`src/vbt_pkg.sv`:
```
// ----------------------------------------------------------------------------
// vbt_pkg
// Shared types and constants of the blob tracker: the stored entry, the
// controller to datapath command and status groups, register indexes.
// ----------------------------------------------------------------------------
package vbt_pkg;

  localparam int CoordW = 10;
  localparam int SigW   = 3;
  localparam int LifeW  = 3;

  // configuration port
  localparam int CfgIdxW  = 2;
  localparam int CfgDataW = 10;
  localparam logic [CfgIdxW-1:0] CFG_MAX_LIFE = 2'd0;
  localparam logic [CfgIdxW-1:0] CFG_POS_THR  = 2'd1;

  localparam logic [LifeW-1:0]  MAX_LIFE_RST = 3'd6;
  localparam logic [CoordW-1:0] POS_THR_RST  = 10'd10;

  // divide by ten as multiply by 6554 then shift by 16, exact below 10240
  localparam logic [12:0] DIV10_MUL = 13'd6554;

  typedef struct packed {
    logic [SigW-1:0]   sig;
    logic [CoordW-1:0] x;
    logic [CoordW-1:0] y;
    logic [CoordW-1:0] w;
    logic [CoordW-1:0] h;
    logic [CoordW-1:0] cx;
    logic [CoordW-1:0] cy;
    logic [LifeW-1:0]  life;
  } ent_t;

  typedef enum logic [2:0] {
    WS_IN    = 3'd0,
    WS_A     = 3'd1,
    WS_B     = 3'd2,
    WS_Q     = 3'd3,
    WS_BLEND = 3'd4,
    WS_NEW   = 3'd5,
    WS_DEC   = 3'd6
  } wsel_t;

  typedef struct packed {
    logic  sel_trk;
    logic  load_a;
    logic  load_b;
    logic  load_o;
    logic  clr_flags;
    logic  set_flag;
    logic  emit;
    logic  emit_valid;
    logic  emit_last;
    wsel_t wsel;
  } cmd_t;

  typedef struct packed {
    logic             is_match;
    logic             q_gt;
    logic [LifeW-1:0] q_life;
    logic [LifeW-1:0] max_life;
  } sts_t;

  // (new + 9 * old) / 10, truncated
  function automatic logic [CoordW-1:0] blend_size(input logic [CoordW-1:0] od,
                                                   input logic [CoordW-1:0] nw);
    logic [13:0] v;
    logic [26:0] p;
    v = 14'(nw) + (14'(od) << 3) + 14'(od);
    p = 27'(v) * 27'(DIV10_MUL);
    return p[25:16];
  endfunction

endpackage

```
`src/vbt_ctrl.sv`:
```
// ----------------------------------------------------------------------------
// vbt_ctrl
// Controller: frame capture, object sort, track matching, life update,
// grouping by life with per-group sort, and slot export.
// ----------------------------------------------------------------------------
module vbt_ctrl #(
  parameter int MAX_OBJECTS = 8,
  parameter int TRACK_SLOTS = 64
) (
  input  logic                              clk,
  input  logic                              rst_n,
  input  logic                              start,
  output logic                              busy,
  input  logic                              in_object_present,
  input  logic [vbt_pkg::SigW-1:0]          in_signature,
  input  logic                              in_frame_end,
  input  vbt_pkg::sts_t                     sts,
  output vbt_pkg::cmd_t                     cmd,
  output logic                              obj_we,
  output logic [(MAX_OBJECTS > 1 ? $clog2(MAX_OBJECTS) : 1)-1:0] obj_waddr,
  output logic [(MAX_OBJECTS > 1 ? $clog2(MAX_OBJECTS) : 1)-1:0] obj_raddr,
  output logic                              trk_we,
  output logic [$clog2(TRACK_SLOTS)-1:0]    trk_waddr,
  output logic [$clog2(TRACK_SLOTS)-1:0]    trk_raddr
);

  localparam int Depth = (TRACK_SLOTS > MAX_OBJECTS) ? TRACK_SLOTS : MAX_OBJECTS;
  localparam int SW    = $clog2(Depth + 1);
  localparam int AW    = $clog2(TRACK_SLOTS);
  localparam int OAW   = MAX_OBJECTS > 1 ? $clog2(MAX_OBJECTS) : 1;
  localparam int OCW   = $clog2(MAX_OBJECTS + 1);

  typedef enum logic [21:0] {
    ST_IDLE    = 22'b0000000000000000000001,
    ST_SS_INIT = 22'b0000000000000000000010,
    ST_SS_WS   = 22'b0000000000000000000100,
    ST_SS_CMP  = 22'b0000000000000000001000,
    ST_SS_SWP  = 22'b0000000000000000010000,
    ST_SS_SWP2 = 22'b0000000000000000100000,
    ST_M_INIT  = 22'b0000000000000001000000,
    ST_M_OBJ   = 22'b0000000000000010000000,
    ST_M_OBJW  = 22'b0000000000000100000000,
    ST_M_SCAN  = 22'b0000000000001000000000,
    ST_M_NEW   = 22'b0000000000010000000000,
    ST_D_RD    = 22'b0000000000100000000000,
    ST_D_WR    = 22'b0000000001000000000000,
    ST_G_L     = 22'b0000000010000000000000,
    ST_P_I     = 22'b0000000100000000000000,
    ST_P_IW    = 22'b0000001000000000000000,
    ST_P_J     = 22'b0000010000000000000000,
    ST_P_JW    = 22'b0000100000000000000000,
    ST_P_SW2   = 22'b0001000000000000000000,
    ST_X_RD    = 22'b0010000000000000000000,
    ST_X_EM    = 22'b0100000000000000000000,
    ST_DONE    = 22'b1000000000000000000000
  } state_t;

  state_t state_r, state_nxt;
  logic [SW-1:0] i_r, i_nxt, j_r, j_nxt, g_r, g_nxt, hi_r, hi_nxt, jp_r, jp_nxt;
  logic [SW-1:0] first_r, first_nxt, end_r, end_nxt, n_r, n_nxt;
  logic [SW-1:0] cnt_r, cnt_nxt, k_r, k_nxt;
  logic [OCW-1:0] obj_cnt_r, obj_cnt_nxt;
  logic [vbt_pkg::LifeW-1:0] lvl_r, lvl_nxt;
  logic sel_r, sel_nxt;
  logic [SW-1:0] rd_idx, wr_idx;
  logic we, take;

  assign busy = (state_r != ST_IDLE);

  always_comb begin
    state_nxt   = state_r;
    i_nxt       = i_r;
    j_nxt       = j_r;
    g_nxt       = g_r;
    hi_nxt      = hi_r;
    jp_nxt      = jp_r;
    first_nxt   = first_r;
    end_nxt     = end_r;
    n_nxt       = n_r;
    cnt_nxt     = cnt_r;
    k_nxt       = k_r;
    obj_cnt_nxt = obj_cnt_r;
    lvl_nxt     = lvl_r;
    sel_nxt     = sel_r;
    cmd         = '0;
    cmd.sel_trk = sel_r;
    cmd.wsel    = vbt_pkg::WS_Q;
    rd_idx      = '0;
    wr_idx      = '0;
    we          = 1'b0;
    obj_we      = 1'b0;
    take        = 1'b0;

    unique case (state_r)
      ST_IDLE: begin
        if (start) begin
          take = in_object_present && (in_signature != '0) &&
                 (obj_cnt_r < OCW'(MAX_OBJECTS));
          if (take) begin
            obj_we      = 1'b1;
            cmd.wsel    = vbt_pkg::WS_IN;
            wr_idx      = SW'(obj_cnt_r);
            obj_cnt_nxt = obj_cnt_r + 1'b1;
          end
          if (in_frame_end) begin
            sel_nxt   = 1'b0;
            i_nxt     = '0;
            hi_nxt    = SW'(obj_cnt_nxt);
            state_nxt = ST_SS_INIT;
          end
        end
      end

      // selection sort of [i, hi) by y, highest first
      ST_SS_INIT: begin
        if (({1'b0, i_r} + 1'b1) >= {1'b0, hi_r}) begin
          if (!sel_r) begin
            state_nxt = ST_M_INIT;
          end else begin
            first_nxt = hi_r;
            lvl_nxt   = lvl_r - 1'b1;
            state_nxt = ST_G_L;
          end
        end else begin
          rd_idx    = i_r;
          state_nxt = ST_SS_WS;
        end
      end
      ST_SS_WS: begin
        cmd.load_a = 1'b1;
        cmd.load_b = 1'b1;
        g_nxt      = i_r;
        j_nxt      = i_r + 1'b1;
        rd_idx     = i_r + 1'b1;
        state_nxt  = ST_SS_CMP;
      end
      ST_SS_CMP: begin
        if (sts.q_gt) begin
          cmd.load_b = 1'b1;
          g_nxt      = j_r;
        end
        if (({1'b0, j_r} + 1'b1) < {1'b0, hi_r}) begin
          j_nxt  = j_r + 1'b1;
          rd_idx = j_r + 1'b1;
        end else begin
          state_nxt = ST_SS_SWP;
        end
      end
      ST_SS_SWP: begin
        if (g_r != i_r) begin
          we        = 1'b1;
          wr_idx    = i_r;
          cmd.wsel  = vbt_pkg::WS_B;
          state_nxt = ST_SS_SWP2;
        end else begin
          i_nxt     = i_r + 1'b1;
          state_nxt = ST_SS_INIT;
        end
      end
      ST_SS_SWP2: begin
        we        = 1'b1;
        wr_idx    = g_r;
        cmd.wsel  = vbt_pkg::WS_A;
        i_nxt     = i_r + 1'b1;
        state_nxt = ST_SS_INIT;
      end

      // match each object against the track store
      ST_M_INIT: begin
        sel_nxt       = 1'b1;
        cmd.clr_flags = 1'b1;
        k_nxt         = '0;
        n_nxt         = cnt_r;
        state_nxt     = ST_M_OBJ;
      end
      ST_M_OBJ: begin
        if (k_r == SW'(obj_cnt_r)) begin
          i_nxt     = '0;
          state_nxt = ST_D_RD;
        end else begin
          rd_idx    = k_r;
          state_nxt = ST_M_OBJW;
        end
      end
      ST_M_OBJW: begin
        cmd.load_o = 1'b1;
        i_nxt      = '0;
        if (n_r == '0) begin
          state_nxt = ST_M_NEW;
        end else begin
          rd_idx    = '0;
          state_nxt = ST_M_SCAN;
        end
      end
      ST_M_SCAN: begin
        if (sts.is_match) begin
          we           = 1'b1;
          wr_idx       = i_r;
          cmd.wsel     = vbt_pkg::WS_BLEND;
          cmd.set_flag = 1'b1;
          k_nxt        = k_r + 1'b1;
          state_nxt    = ST_M_OBJ;
        end else if (({1'b0, i_r} + 1'b1) < {1'b0, n_r}) begin
          i_nxt  = i_r + 1'b1;
          rd_idx = i_r + 1'b1;
        end else begin
          state_nxt = ST_M_NEW;
        end
      end
      ST_M_NEW: begin
        if (n_r < SW'(TRACK_SLOTS)) begin
          we           = 1'b1;
          wr_idx       = n_r;
          cmd.wsel     = vbt_pkg::WS_NEW;
          cmd.set_flag = 1'b1;
          n_nxt        = n_r + 1'b1;
        end
        k_nxt     = k_r + 1'b1;
        state_nxt = ST_M_OBJ;
      end

      // unmatched tracks lose one life
      ST_D_RD: begin
        if (i_r == n_r) begin
          first_nxt = '0;
          lvl_nxt   = sts.max_life;
          state_nxt = ST_G_L;
        end else begin
          rd_idx    = i_r;
          state_nxt = ST_D_WR;
        end
      end
      ST_D_WR: begin
        we        = 1'b1;
        wr_idx    = i_r;
        cmd.wsel  = vbt_pkg::WS_DEC;
        i_nxt     = i_r + 1'b1;
        state_nxt = ST_D_RD;
      end

      // gather tracks of life lvl at [first, end), then sort that group
      ST_G_L: begin
        if (lvl_r == '0) begin
          cnt_nxt   = first_r;
          k_nxt     = '0;
          state_nxt = ST_X_RD;
        end else begin
          i_nxt     = first_r;
          end_nxt   = first_r;
          jp_nxt    = '0;
          state_nxt = ST_P_I;
        end
      end
      ST_P_I: begin
        if (i_r >= n_r) begin
          i_nxt     = first_r;
          hi_nxt    = end_r;
          state_nxt = ST_SS_INIT;
        end else begin
          rd_idx    = i_r;
          state_nxt = ST_P_IW;
        end
      end
      ST_P_IW: begin
        cmd.load_a = 1'b1;
        if (sts.q_life == lvl_r) begin
          end_nxt   = i_r + 1'b1;
          i_nxt     = i_r + 1'b1;
          state_nxt = ST_P_I;
        end else begin
          // slots between i and jp are already known to hold other lives
          j_nxt     = (jp_r > i_r) ? jp_r : i_r + 1'b1;
          state_nxt = ST_P_J;
        end
      end
      ST_P_J: begin
        if (j_r >= n_r) begin
          i_nxt     = first_r;
          hi_nxt    = end_r;
          state_nxt = ST_SS_INIT;
        end else begin
          rd_idx    = j_r;
          state_nxt = ST_P_JW;
        end
      end
      ST_P_JW: begin
        if (sts.q_life == lvl_r) begin
          we        = 1'b1;
          wr_idx    = i_r;
          cmd.wsel  = vbt_pkg::WS_Q;
          state_nxt = ST_P_SW2;
        end else begin
          j_nxt     = j_r + 1'b1;
          state_nxt = ST_P_J;
        end
      end
      ST_P_SW2: begin
        we        = 1'b1;
        wr_idx    = j_r;
        cmd.wsel  = vbt_pkg::WS_A;
        jp_nxt    = j_r + 1'b1;
        end_nxt   = i_r + 1'b1;
        i_nxt     = i_r + 1'b1;
        state_nxt = ST_P_I;
      end

      // export the leading slots
      ST_X_RD: begin
        rd_idx    = k_r;
        state_nxt = ST_X_EM;
      end
      ST_X_EM: begin
        cmd.emit       = 1'b1;
        cmd.emit_valid = (k_r < cnt_r);
        cmd.emit_last  = (k_r == SW'(MAX_OBJECTS - 1));
        if (k_r == SW'(MAX_OBJECTS - 1)) begin
          state_nxt = ST_DONE;
        end else begin
          k_nxt     = k_r + 1'b1;
          state_nxt = ST_X_RD;
        end
      end
      ST_DONE: begin
        obj_cnt_nxt = '0;
        state_nxt   = ST_IDLE;
      end
      default: state_nxt = ST_IDLE;
    endcase

    if (we && !sel_r) begin
      obj_we = 1'b1;
    end
  end

  assign trk_we    = we && sel_r;
  assign obj_waddr = wr_idx[OAW-1:0];
  assign obj_raddr = rd_idx[OAW-1:0];
  assign trk_waddr = wr_idx[AW-1:0];
  assign trk_raddr = rd_idx[AW-1:0];

  always_ff @(posedge clk) begin
    if (!rst_n) begin
      state_r   <= ST_IDLE;
      obj_cnt_r <= '0;
      cnt_r     <= '0;
      sel_r     <= 1'b1;
      i_r       <= '0;
      j_r       <= '0;
      g_r       <= '0;
      hi_r      <= '0;
      jp_r      <= '0;
      first_r   <= '0;
      end_r     <= '0;
      n_r       <= '0;
      k_r       <= '0;
      lvl_r     <= '0;
    end else begin
      state_r   <= state_nxt;
      obj_cnt_r <= obj_cnt_nxt;
      cnt_r     <= cnt_nxt;
      sel_r     <= sel_nxt;
      i_r       <= i_nxt;
      j_r       <= j_nxt;
      g_r       <= g_nxt;
      hi_r      <= hi_nxt;
      jp_r      <= jp_nxt;
      first_r   <= first_nxt;
      end_r     <= end_nxt;
      n_r       <= n_nxt;
      k_r       <= k_nxt;
      lvl_r     <= lvl_nxt;
    end
  end

endmodule

```
`config.mk`:
```
export PLATFORM = sky130hd
export DESIGN_NAME = vbt_ctrl
export DESIGN_NICKNAME = d
export VERILOG_FILES = /design/src/vbt_pkg.sv /design/src/vbt_ctrl.sv
export SDC_FILE = /design/constraint.sdc
export NUM_CORES = 1
export LEC_CHECK = 0
export ABC_AREA = 1
export BUFFER_PORTS_ARGS = -buffer_cell sky130_fd_sc_hd__buf_4
export CAP_MARGIN = 0
export CORE_UTILIZATION = 40
export CTS_CLUSTER_DIAMETER = 100
export DETAILED_ROUTE_END_ITERATION = 7
export GPL_ROUTABILITY_DRIVEN = 0
export PLACE_DENSITY = 0.55
export SLEW_MARGIN = 20
export SYNTH_ARGS = -nofsm -noshare
export SYNTH_HDL_FRONTEND = slang
export SYNTH_SLANG_ARGS = --single-unit
```
`constraint.sdc`:
```
create_clock -name clk -period 4.1 [get_ports clk]
set_clock_uncertainty 0.15 [all_clocks]
set_input_delay 0.615 -clock clk [delete_from_list [all_inputs] [get_ports clk]]
set_output_delay 0.615 -clock clk [all_outputs]
set_load 0.02 [all_outputs]
```
==> flow_metrics.tcl, run 1 <==
set metrics [dict create \
    ys_seq_area_share_pct 26.1 \
    muxShareOfSynthArea_pct 0 \
    vias 8050 \
    fmax_ghz 0.257 \
    synth_simple_gate_area_share_pct 38.3 \
    ys_async_sr_fraction_pct 0 \
    route.antenna.remaining_nets 0 \
    postPlaceCellArea_um2 8210 \
    first_pass_iters 6 \
    post_drt_wl_per_cell_um 19.0 \
    syn_area_um2 7660 \
    p_sw_share_pct 43.0 \
    p_int_mw 2.19 \
    crit_path_end_kind "primary output" \
    power_density_nw_per_um2 448 \
    clockBufferDepth 2 \
    track_usage_pct 28.8 \
    critPathMaxStageDelay_ps 480 \
    drt-total-wl_mm 27.9 \
    final_common_cell "nand2_1" \
    grt_remaining_overflow 0 \
    drc 0 \
    cp.required_ps 3340 \
    cts_sinks 100 \
    rows 50 \
    hpwl_mm 21.9 \
    fin_crit_ps 3890 \
    n_antenna_cell 0 \
    fp.coreArea_um2 18800 \
    maxCapViolations 0 \
    io_pins 49 \
    finalSetupViolations 0 \
    startpoint_type "flop" \
    worst_pin_slew_ps 707 \
    final_max_slew_viol_count 0 \
    start_util_pct 40.8 \
    cp_slowest_cell "dfxtp_1" \
    cp.arrival_ps 3130 \
    path_cells "ha_1 -> nand3_1 -> nor3_1 -> xor2_1 -> ha_1 -> a21oi_1 -> nand3_1 -> inv_1 -> nand2_1 -> nor2_4 -> a22oi_1 -> nand2_1 -> buf_4" \
    cts_tree "built" \
    worst-setup-path-type "reg2out" \
    synthDistinctLibCells 50 \
    synth_seq_cells 100 \
    synth_cells 1191 \
    final_core_util_pct 45.8 \
    hold_viol_final 0 \
    die_x_um 140 \
    drive_gt1_share_pct 12.6 \
    drt_iter0_markers 883 \
    layout_common_cells "nand2_1 (307), nor2_1 (140), inv_1 (135), dfxtp_1 (98), nand3_1 (73)" \
    holdBufCountCts 0 \
    net-switching-power_mw 1.65 \
    synthAdderAreaFrac_pct 9.14 \
    synth_xor_xnor_area_share_pct 2.40 \
    worstSkewPairLatency_ps 370 \
    grt_start_max_net_pins 49 \
    worstHoldPathType "reg2reg" \
    syn2layout_area_growth_pct 12.1 \
    synth_top_family_by_area "simple AND/OR/NAND/NOR gates" \
    cts_max_level 3 \
    port_buffers 48 \
    grt_pass1_wl_mm 42.5 \
    grt_pass1_vias 7247 \
    antenna_found_initial 0 \
    syn_avg_cell_area_um2 6.43 \
    finalNetCount 1304 \
    pwr-share-clk_pct 26.3 \
    total_power_mw 3.85 \
    power_frac_comb_pct 44.3 \
    synth_edf_count 0 \
    max_slew_margin_pct 52.8 \
    synth_compound_area_share_pct 13.8 \
    vias_per_cell 5.47 \
    fin_crit_sh_pct 95.0 \
    crit_path_max_fanout 8 \
    stdcell_area_um2 8590 \
    chipHeight_um 140 \
    status "complete, no violations" \
    ir_drop_v 0.000259 \
    ff2ff_setup_slack_ps 830 \
    power.leakage_nw 4.08 \
    dieArea_um2 19700 \
    yosys_warnings 0 \
    ys.flop_type "dfxtp_1" \
    root_buffer "clkbuf_16" \
    cts_buffers 9 \
    path_clk_slew_ps 70 \
    synthesis.nets 1263 \
    p_seq_share_pct 29.4 \
]
synthesized netlist by cell type (10+ instances only):
| cell | n | area (um^2) |
|---|---|---|
| o21ai_0 | 60 | 300 |
| nor2_1 | 140 | 526 |
| nand4_1 | 23 | 144 |
| nand3_1 | 74 | 370 |
| inv_1 | 135 | 507 |
| nor3_1 | 21 | 105 |
| clkbuf_1 | 11 | 41.3 |
| inv_2 | 16 | 60.1 |
| a21oi_1 | 69 | 345 |
| buf_4 | 10 | 75.1 |
| nand2_2 | 15 | 93.8 |
| nand2_1 | 309 | 1160 |
| ha_1 | 56 | 701 |
| dfxtp_1 | 100 | 2000 |
| nor2_2 | 13 | 81.3 |
| xor2_1 | 14 | 123 |
power groups by stage:
stage | clock network, mW | logic (mW) | registers [mW]
after floorplan | 0 | 1.20 | 1.13
after global placement | 0 | 1.65 | 1.15
after detailed placement | 0 | 1.65 | 1.15
after CTS | 1.02 | 1.66 | 1.12
after global routing | 1.07 | 1.87 | 1.14
final | 1.01 | 1.70 | 1.13
final timing paths:
kind | from | cells past startpoint | to
setup / recovery | j_r[0] | 13 | obj_raddr[1]
hold / removal | end_r[6] | 2 | hi_r[6]
setup reg to reg | i_r[0] | 12 | first_r[6]
hold reg to reg | end_r[6] | 2 | hi_r[6]
worst max-delay path: cells and delay by family (launching register included):
kind | cells | cell delay (ps)
compound gates | 2 | 260
xor+xnor | 1 | 280
fa+ha+maj | 2 | 560
buf+inv | 2 | 220
flops | 1 | 480
simple gates | 6 | 950
flip-flops by register name, summed over array words and instances (netlist names):
signal / count
obj_cnt_r: 4
hi_r: 7
state_r: 22
cnt_r: 7
end_r: 7
i_r: 7
g_r: 7
jp_r: 7
j_r: 7
sel_r: 1
k_r: 7
first_r: 7
n_r: 7
lvl_r: 3
kinds of logic (layout without fill, tap and decap cells):
| group | count (synthesis) | in the layout |
|---|---|---|
| and+or+nand+nor | 639 | 639 |
| AOI/OAI and AO/OA | 187 | 187 |
| buffers and inverters | 188 | 234 |
| DFF | 100 | 100 |
| adders and majority gates | 56 | 56 |
| xor gates and xnor gates | 21 | 21 |
timing repair:
item | 4_1_cts | 5_1_grt
buffers inserted | 0 | 2
setup endpoints to repair | 0 | 9
resized for setup | 0 | 8
per-layer routing:
layer  GRT usage [%]  vias up  wire, um
met3            4.17       71      1860
met1            38.1     3682     12400
li1                -     3980         -
met4            13.3        0      1200
met5               0        -         0
met2            46.1      317     12400
area by class of cell:
cell class	count	area, um^2
fillers	2017	10200
multi-input cells	903	4900
flip-flops and latches	100	2000
inverters	155	582
repair buffers	63	473
well taps	234	293
clock buffers	11	233
clock inverters	5	108
metrics by stage:
stage / setup TNS [ps] / instances / setup WS [ps] / hold WS, ps
finish: 0 / 1471 / 207 / 305
floorplan: 0 / 1191 / 786 / 286
global route: -29.0 / 1471 / -15.4 / 346
CTS: 0 / 1469 / 88.7 / 312
global placement: 0 / 1453 / 447 / 302
detailed placement: 0 / 1453 / 489 / 309
(Power assumes the default switching activity.)
==> inputs of run 2 (changes only) <==
Settings changed: CELL_PAD_IN_SITES_DETAIL_PLACEMENT set to 1, CELL_PAD_IN_SITES_GLOBAL_PLACEMENT set to 1, PLACE_DENSITY 0.55 to 0.74.
==> run 2 against run 1 <==
Highest routed layer unchanged. Maximum frequency fell by 2.4%. Setup slack got worse by 95 ps. Utilization fell by 0.19 points. Total power fell by 1.9%. Worst hold slack improved by 12 ps. Count of clock-buffer cells in the layout fell by 1. Critical path type unchanged. Combinational power rose by 2%. Largest power group unchanged. Wire length rose by 8.6%. First-iteration DRC count fell by 37%. Design area fell by 0.42%. Sequential share of layout area rose by 0.084 points. Via count rose by 2.8%.
==> flow_metrics.tcl, run 2 (synthesis gave the netlist of run 1 again) <==
set metrics [dict create \
    fin_crit_ps 3990 \
    ff2ff_setup_slack_ps 780 \
    r2r_end "first_r[3]" \
    dieArea_um2 19700 \
    net-switching-power_mw 1.73 \
    finalNetCount 1304 \
    rows 50 \
    final_max_slew_viol_count 0 \
    rsz0062_at_grt "false" \
    fmax_ghz 0.251 \
    track_usage_pct 31.1 \
    layout_common_cells "nand2_1 (307), nor2_1 (140), inv_1 (135), dfxtp_1 (99), nand3_1 (73)" \
    worstHoldStart "end_r[5]" \
    n_antenna_cell 0 \
    vias 8276 \
    cp.required_ps 3340 \
    cts_tree "built" \
    n_fill_cell 2527 \
    grt_start_max_net_pins 52 \
    power.leakage_nw 4.06 \
    critPathMaxStageDelay_ps 340 \
    start_util_pct 40.8 \
    total_power_mw 3.77 \
    largest_reg_flops 22 \
    min_to "hi_r[5]" \
    setup_tns_ps 0 \
    path_cells "buf_4 -> nand3_1 -> nor2_1 -> nand2_1 -> and2_2 -> ha_1 -> a21oi_1 -> nor2_1 -> nor3_1 -> nand4_1 -> nand3_2 -> nand2_1 -> nand3_1 -> buf_4" \
    setup_ws_ps 112 \
    cp.arrival_ps 3220 \
    pwr-share-clk_pct 24.0 \
    holdPathStages 2 \
    hold_ws_ps 317 \
    crit_path_end_kind "primary output" \
    vias_per_cell 5.63 \
    r2r_cells 14 \
    grt_pass1_vias 8002 \
    startpoint_type "flop" \
    root_buffer "clkbuf_16" \
    route.antenna.remaining_nets 0 \
    drt_iter0_markers 552 \
    max_slew_margin_pct 49.1 \
    power_density_nw_per_um2 441 \
    cts_buffers 9 \
    grt_remaining_overflow 0 \
    worstSkewPairLatency_ps 380 \
    drive_gt1_share_pct 12.7 \
    cp_slowest_cell "dfxtp_1" \
    drc 0 \
    worst_pin_slew_ps 762 \
    r2r-start "i_r[0]" \
    pre_cts_slack_ps 443 \
    cts_sinks 100 \
    grt_pass1_wl_mm 46.2 \
    worst-setup-path-type "reg2out" \
    fin_crit_sh_pct 97.3 \
    status "complete, no violations" \
    die_x_um 140 \
    cts_max_level 3 \
    ir_drop_v 0.000247 \
    chipHeight_um 140 \
    hold_viol_final 0 \
    port_buffers 48 \
    maxCapViolations 0 \
    path_clk_slew_ps 90 \
    p_int_mw 2.04 \
    largest-register "state_r" \
    drt-total-wl_mm 30.3 \
    hpwl_mm 24.0 \
    first_pass_iters 5 \
    final_common_cell "nand2_1" \
    holdBufCountCts 0 \
    final_core_util_pct 45.6 \
    crit_path_max_fanout 11 \
    p_seq_share_pct 30.0 \
    antenna_found_initial 0 \
    clockBufferDepth 2 \
    post_drt_wl_per_cell_um 20.6 \
    p_sw_share_pct 46.0 \
    syn2layout_area_growth_pct 11.6 \
    power_frac_comb_pct 46.0 \
    worstHoldPathType "reg2reg" \
    io_pins 49 \
    finalSetupViolations 0 \
    fp.coreArea_um2 18800 \
]
==> run 2: cell types whose count changed in the layout (fill, tap and decap cells not counted) <==
cell        change
dfxtp_1         +1
clkbuf_1        -2
clkinv_8        +1
bufinv_16       -3
inv_8           +3
clkbuf_8        +1
clkinvlp_4      +1
inv_6           -1
dfxtp_2         -1
==> run 2: per-layer routing <==
layer  vias to the layer above  share of wire [%]  global-route usage, %  wire, um
li1                       3990                  -                      -         -
met1                      4002                 45                   40.1     13600
met4                         0                3.1                   11.3       930
met5                         -                  0                      0         0
met3                        55                5.0                   4.41      1520
met2                       229                 47                   52.5     14300
==> run 2: critical path: cells and delay by family (launching register included) <==
family,cells,cell delay [ps]
adder cells (fa/ha/maj),1,300
buffers and inverters,2,390
AND/OR/NAND/NOR,10,1640
flip-flops,1,340
AO/OA/AOI/OAI,1,160
==> run 2: how the worst max path moves through the flow <==
stage                      start      endpoint  slack (ps)  cells past startpoint
after global placement    j_r[0]  trk_raddr[1]         470                     13
after global routing      i_r[1]  trk_raddr[4]          10                     19
after detailed placement  j_r[0]  trk_raddr[4]         440                     13
final                     i_r[0]  trk_raddr[4]         110                     14
after floorplan           i_r[1]  trk_raddr[0]         790                     15
after CTS                 j_r[0]  trk_raddr[4]          10                     13
==> run 2: area by class of cell <==
class                      instances  area (um^2)  area share, %
clock buffer                      10          239           2.79
clock inverter                     6         66.3          0.775
inverter                         155          582           6.80
multi-input combinational        903         4900           57.3
sequential                       100         2000           23.4
tap                              234          293           3.42
timing repair buffer              63          473           5.53
==> run 2: what timing repair did <==
item	CTS	global route
buffers inserted	0	1
resized for setup	0	7
setup endpoints to repair	0	9
==> run 2: metrics by stage <==
step,cells,area (um^2)
5_1_grt,1471,8550
3_3_place_gp,1454,8220
3_5_place_dp,1454,8220
2_1_floorplan,1191,7660
6_report,1471,8550
4_1_cts,1470,8520
==> run 2: power by group through the flow <==
stage	clock network [mW]	registers, mW	logic (mW)
after CTS	0.914	1.13	1.71
after floorplan	0	1.13	1.20
after detailed placement	0	1.15	1.69
final	0.907	1.13	1.74
after global routing	0.950	1.14	1.93
after global placement	0	1.15	1.66
==> inputs of run 3 (changes only) <==
Settings changed: PLACE_DENSITY 0.74 to 0.77.
Clock period 4.1 ns to 3.6 ns, I/O delays scaled along.
==> run 3 against run 2 <==
Setup slack worse by 89 ps. Largest cell class unchanged. Critical path depth down 2. Worst hold slack worse by 8.4 ps. Die area is the same. Final cell count up 1.4%. Utilization grew 2.0 points. Highest routed layer unchanged. Count of clock-buffer cells in the layout decreased by 1. Via count increased by 3.3%. Global-route usage rose by 0.94 points.
==> flow_metrics.tcl, run 3 (synthesis gave the netlist of run 1 again) <==
set metrics [dict create \
    start_util_pct 40.8 \
    top_layer_used "met4" \
    finalSetupViolations 0 \
    first_pass_iters 5 \
    io_pins 49 \
    hpwl_mm 24.3 \
    total_power_mw 4.53 \
    drt-total-wl_mm 31.5 \
    path_cells "buf_4 -> buf_4 -> inv_1 -> ha_1 -> inv_1 -> nor4_1 -> inv_1 -> nand2_1 -> nand3_4 -> nand2_1 -> nand4_1 -> buf_4" \
    cp_slowest_cell "nor4_1" \
    fin_crit_ps 3580 \
    worstHoldStart "end_r[5]" \
    final_max_slew_viol_count 0 \
    hold_ws_ps 309 \
    syn2layout_area_growth_pct 16.5 \
    vias 8553 \
    maxCapViolations 0 \
    root_buffer "clkbuf_16" \
    post_drt_wl_per_cell_um 21.1 \
    cp.required_ps 2910 \
    worstSkewPairLatency_ps 360 \
    crit_family "simple AND/OR/NAND/NOR gates" \
    cp.arrival_ps 2890 \
    worst_pin_slew_ps 725 \
    crit_path_end_kind "primary output" \
    r2r-start "i_r[0]" \
    met3WireLength_mm 1.53 \
    drive_gt1_share_pct 17.2 \
    fp.coreArea_um2 18800 \
    final_core_util_pct 47.5 \
    n_antenna_cell 0 \
    port_buffers 48 \
    chipHeight_um 140 \
    n_fill_cell 2520 \
    worst-setup-path-type "reg2out" \
    dr_wl_met2_mm 14.9 \
    antenna_found_initial 0 \
    startpoint_type "flop" \
    hold_viol_final 0 \
    grt_pass1_wl_mm 47.8 \
    dp.cells 1466 \
    ir_drop_v 0.000353 \
    largest-register "state_r" \
    track_usage_pct 32.0 \
    largest_reg_flops 22 \
    worstHoldPathType "reg2reg" \
    stdcell_area_um2 8920 \
    holdBufCountCts 0 \
    status "complete, no violations" \
    cts_max_level 3 \
    rows 50 \
    critPathBufInv 6 \
    clockBufferDepth 2 \
    cts_sinks 100 \
    min_to "hi_r[5]" \
    die_x_um 140 \
    r2r_cells 12 \
    path_clk_slew_ps 80 \
    layout_common_cells "nand2_1 (301), nor2_1 (136), inv_1 (130), dfxtp_1 (92), buf_4 (82)" \
    grt_pass1_vias 8491 \
    vias_per_cell 5.73 \
    fin_crit_sh_pct 99.4 \
    critPathMaxStageDelay_ps 480 \
    m1WireLength_mm 13.6 \
    cts_buffers 9 \
    cts_tree "built" \
    grt_remaining_overflow 0 \
    final_common_cell "nand2_1" \
    crit_path_max_fanout 10 \
    layoutNonFillerInstCount 1492 \
    holdPathStages 2 \
    r2r_end "hi_r[6]" \
    power.leakage_nw 4.19 \
    dieArea_um2 19700 \
    drt_iter0_markers 570 \
    route.antenna.remaining_nets 0 \
    max_slew_margin_pct 51.5 \
    pre_cts_slack_ps 124 \
    setup_ws_ps 23.0 \
    grt_start_max_net_pins 52 \
    setup_tns_ps 0 \
    fmax_ghz 0.280 \
    finalNetCount 1325 \
    power_density_nw_per_um2 508 \
    drc 0 \
    ff2ff_setup_slack_ps 610 \
    postPlaceCellArea_um2 8310 \
]
==> run 3: worst max-delay path by stage <==
stage	start	endpoint	slack, ps	cells after the start
floorplan	i_r[1]	trk_raddr[0]	360	15
detailed placement	j_r[1]	obj_raddr[1]	120	13
finish	i_r[0]	trk_raddr[0]	20	12
global route	i_r[0]	obj_raddr[0]	-80	20
global placement	j_r[1]	trk_raddr[1]	230	13
CTS	i_r[0]	trk_raddr[0]	6	20
==> run 3: cell type report <==
class / instances / area (um^2) / share of cell area (%)
clock inverter: 7 / 82.6 / 0.925
timing repair buffer: 84 / 642 / 7.19
sequential: 100 / 2020 / 22.6
clock buffer: 9 / 225 / 2.52
multi-input combinational: 903 / 5080 / 56.9
inverter: 155 / 586 / 6.56
tap: 234 / 293 / 3.28
==> run 3: tightest hold or removal path, cell delays in order (launching register included) <==
cell	delay [ps]
dfxtp_1	310
nand2_1	60
a21oi_1	50
==> run 3: repair_timing <==
action / in CTS / in global routing
endpoints found under the setup margin: 9 / 9
pin swaps: 4 / 9
setup buffers: 2 / 8
gates resized for setup: 14 / 49
==> run 3: per-layer routing <==
metal  GRT usage [%]  vias to the layer above
met2            54.4                      283
li1                -                     4031
met1            40.3                     4149
met5               0                        -
met3            3.69                       90
met4            15.3                        0
==> run 3: where the power goes <==
part           switching (mW)  internal, mW  total [mW]  leakage (nW)
registers              0.0900          1.19        1.28         0.813
clock network           0.503         0.552        1.05         0.149
logic                    1.47         0.726        2.19          3.23
total                    2.06          2.47        4.53          4.19
